--- src/rtl/core/sams_pkg.sv ---
// shared types for the sort and singleton marking block
// no dependencies
package sams_pkg;

  typedef logic signed [31:0] data_t;

  typedef struct packed {
    logic ins;
    logic pop;
  } cell_ctl_t;

endpackage

--- src/rtl/core/sams_cell.sv ---
// one cell of the sorting chain: holds one element, compares it with the
// broadcast item and shifts toward its neighbors; uses sams_pkg
module sams_cell (
  input  logic                clk,
  input  logic                rst_n,
  input  sams_pkg::cell_ctl_t ctl,
  input  sams_pkg::data_t     new_value,
  input  sams_pkg::data_t     left_value,
  input  logic                left_valid,
  input  logic                left_lt,
  input  sams_pkg::data_t     right_value,
  input  logic                right_valid,
  output sams_pkg::data_t     value,
  output logic                valid,
  output logic                lt
);

  sams_pkg::data_t value_r, value_nxt;
  logic            valid_r, valid_nxt;

  assign lt = !valid_r || (new_value < value_r);

  always_comb begin
    value_nxt = value_r;
    valid_nxt = valid_r;
    if (ctl.ins) begin
      if (left_lt) begin
        value_nxt = left_value;
        valid_nxt = left_valid;
      end else if (lt) begin
        value_nxt = new_value;
        valid_nxt = 1'b1;
      end
    end else if (ctl.pop) begin
      value_nxt = right_value;
      valid_nxt = right_valid;
    end
  end

  always_ff @(posedge clk) begin
    if (!rst_n) begin
      valid_r <= 1'b0;
    end else begin
      valid_r <= valid_nxt;
    end
    value_r <= value_nxt;
  end

  assign value = value_r;
  assign valid = valid_r;

endmodule

--- config.mk ---
export PLATFORM = sky130hd
export DESIGN_NAME = sams_cell
export DESIGN_NICKNAME = d
export VERILOG_FILES = /design/src/rtl/core/sams_pkg.sv /design/src/rtl/core/sams_cell.sv
export SDC_FILE = /design/constraint.sdc
export NUM_CORES = 1
export LEC_CHECK = 0
export BUFFER_PORTS_ARGS = -buffer_cell sky130_fd_sc_hd__buf_2
export CORE_MARGIN = 1.5
export CORE_UTILIZATION = 45
export CTS_CLUSTER_DIAMETER = 30
export CTS_CLUSTER_SIZE = 40
export DETAILED_ROUTE_END_ITERATION = 10
export GPL_TIMING_DRIVEN = 0
export PLACE_DENSITY_LB_ADDON = 0.12
export REMOVE_ABC_BUFFERS = 1
export SLEW_MARGIN = 20
export SYNTH_ARGS = -nofsm -noshare
export SYNTH_HDL_FRONTEND = slang
export SYNTH_SLANG_ARGS = --single-unit
--- constraint.sdc ---
create_clock -name clk -period 4.31 [get_ports clk]
set_input_delay 1.293 -clock clk [delete_from_list [all_inputs] [get_ports clk]]
set_output_delay 1.293 -clock clk [all_outputs]
set_load 0.01 [all_outputs]
==> run summary <==
Die H: 77.5 um
Hold Crit Start: valid
first-pass GRT wire length: 9520 um
gr ovfl total: 0
ANT cells: 0
CP arrival: 2.95 ns
CTS H-tree lvls: 2
Avg Cell Area, Syn: 9.40 um2
Max-Cap Viols: 0
drt pass-1 iters: 4
#FFs+latches synth: 33
share of cells above drive strength 1: 38.8%
CTS tree: done
FF-to-FF End: value[19]
min Tclk post-route: 4.25 ns
clk root buf: clkbuf_8
Layout area overhead: 35.6%
Reg clk slew, reported paths: 0.06 ns
adder-cell share of the synthesized area: 15.5%
Tot Pwr: 916 uW
slew margin rel.: 32.7%
Die W: 77.5 um
port bufs: 136
cell area after synthesis: 2500 um2
post-synthesis mux area share: 13.7%
actual slew at the worst max-slew pin: 1.01 ns
outcome: completed
sequential-to-total area share from yosys stat: 39.2%
top cell type's share of synthesized area: 38.4%
DRT Wirelength: 5860 um
Initial Util: 47.7%
xor and xnor area share after synthesis: 0%
pwr dens: 270 nW/um2
routed vias/inst: 4.94
cells after synthesis: 266
routability cong.: 0.763
Async SR Flop Fraction: 0%
Post-synth EDFFs: 32
GRT Util Overall: 19.8%
largest family of logic cells by synthesized area: adder cells
CP Cell Sequence: buf_2 > ha_1 > and4_4 > o211ai_1 > a2111o_1 > a31oi_2 > nor2_1 > mux2i_1 > buf_2
Max Freq: 235 MHz
Clock Latency Late Sink: 0.28 ns
delay-heaviest family, CP: compound AO/OA/AOI/OAI gates
total core area: 5240 um2
Buf/Inv on CP: 2
crit path capture type: output pin
post-synth top area cell: edfxtp_1
Slew Viols, Final: 0
vias post-DR: 2315
peak supply drop: 0.173 mV
r2r setup slk: 1.77 ns
Hold Vio Cnt, Final: 0
Post-route DRC: 0
Nets: 532
IO Pins: 137
CP max FO: 3
non-filler cells, final: 469
initial antenna violation count: 0
Hold Path End: valid
DP HPWL: 4620 um
CP dominant cell by count: buf_2
slowest stage delay, CP: 0.32 ns
reg2reg start: value[27]
Fin Hold WS: 0.745 ns
post-synthesis simple-gate area fraction: 11.2%
Final period util: 98.5%
clk sink count: 33
DRT iter0 DRCs: 57
Crit path required time: 3.02 ns
vias in the first global route: 2266
CP Class: in2out
final instance area: 3390 um2
Cell Rows: 26
Hold Path Stages: 2
Main synth FF type: edfxtp_1
Synth cell types: 32
largest net degree at the start of global routing: 70
Leakage: 0.00176 uW
placed cell count: 461
Avg WL per Cell: 12.5 um
Die Area: 6010 um2
Critical Path Start Type: input port
worst hold-check path type: reg2reg
Finish-stage setup viols: 0
Synth Warn #: 0
Compound-Gate Fraction of Synth Area: 13.7%
CP max-delay cell: a2111o_1
Commonest cells post-synth: a21oi_1 (46), nor2_1 (37), mux2i_1 (33), edfxtp_1 (32), inv_1 (32)
Synth area leaders: edfxtp_1 (38%), ha_1 (16%), mux2i_1 (13%)
post-route ant nets: 0
CTS Buf Count: 5
Max Root-Sink Buffers: 2
Final Skew: 0.00513 ns
top-count cell post-synth: a21oi_1
DP Area: 3250 um2
r2r worst-path depth: 9
## state kept, by name, summed over array words and instances (netlist names)
signal	flops
valid	1
value	32
## what timing repair did
item | in CTS | in global routing
pin swaps | 1 | 4
hold buffers | 0 | 0
setup endpoints to repair | 1 | 1
gates resized for setup | 2 | 5
gates cloned | 0 | 0
buffers inserted | 0 | 0
## layer usage
layer	global-route usage, %	vias to the layer above	wire length (um)
met5	0	-	0
met4	6.55	0	62
met3	4.24	6	426
met2	37.2	88	2920
met1	22.0	1010	2450
li1	-	1211	-
## metrics by stage
stage          util [%]  setup slack (ns)  TNS (ns)
3_3_place_gp       61.5          -0.00523    -0.142
4_1_cts            63.8           0.00523         0
6_report           64.7            0.0627         0
3_5_place_dp       62.0           -0.0107   -0.0107
5_1_grt            64.7           -0.0354   -0.0354
2_1_floorplan         -             0.321         0
## area by class of cell
cell class / instances / area (um2)
fill: 478 / 1850
clock buffer: 8 / 80.1
timing repair buffer: 137 / 711
sequential: 33 / 981
tap: 70 / 87.6
inverter: 32 / 120
multi-input combinational: 189 / 1410
## power by group
| group | switching, uW | internal (uW) | leakage [uW] |
|---|---|---|---|
| Clock | 107 | 115 | 0.0000395 |
| Combinational | 151 | 136 | 0.00139 |
| Sequential | 14.5 | 393 | 0.000326 |
| Total | 272 | 644 | 0.00176 |
## how the worst max path moves through the flow
| stage | start | to | slack (ns) | cells after the start |
|---|---|---|---|---|
| final | new_value[14] | lt | 0.06 | 9 |
| after global routing | new_value[31] | lt | -0.04 | 9 |
| after floorplan | new_value[11] | lt | 0.32 | 7 |
| after CTS | new_value[31] | lt | 0.005 | 9 |
| after detailed placement | new_value[31] | lt | -0.01 | 9 |
| after global placement | new_value[31] | value[14] | -0.005 | 8 |
## worst reg2reg max path, stage by stage, from the launching register on
cell and delay [ns]:
edfxtp_1 0.35, inv_1 0.05, ha_1 0.31, nand4_1 0.16, nor4_2 0.31, nand2_1 0.10, o211ai_2 0.11, a2bb2oi_1 0.18
and2_2 0.46, buf_16 0.22
## cell families after synthesis
logic type / after synthesis
AO/OA/AOI/OAI: 61
adder cells (fa/ha/maj): 31
buffers and inverters: 44
flip-flops: 33
multiplexers: 34
AND/OR/NAND/NOR: 63
## layout by cell type (no fill, tap or decap), drive strengths merged
master / instances
clkbuf: 8
mux2i: 33
ha: 31
a31oi: 1
nand3b: 1
and2: 2
buf: 137
nand2: 13
inv: 32
nor3: 1
o21ai: 6
o211ai: 2
and4: 2
a21oi: 46
a2111o: 1
and2b: 1
o221a: 1
a2bb2oi: 1
o21a: 1
mux2: 1
a211oi: 1
nand3: 2
nand4: 2
a221oi: 1
nor2: 37
and3b: 1
dfxtp: 1
edfxtp: 32
nor4: 1
No activity file was read; power rests on OpenSTA's default activity.
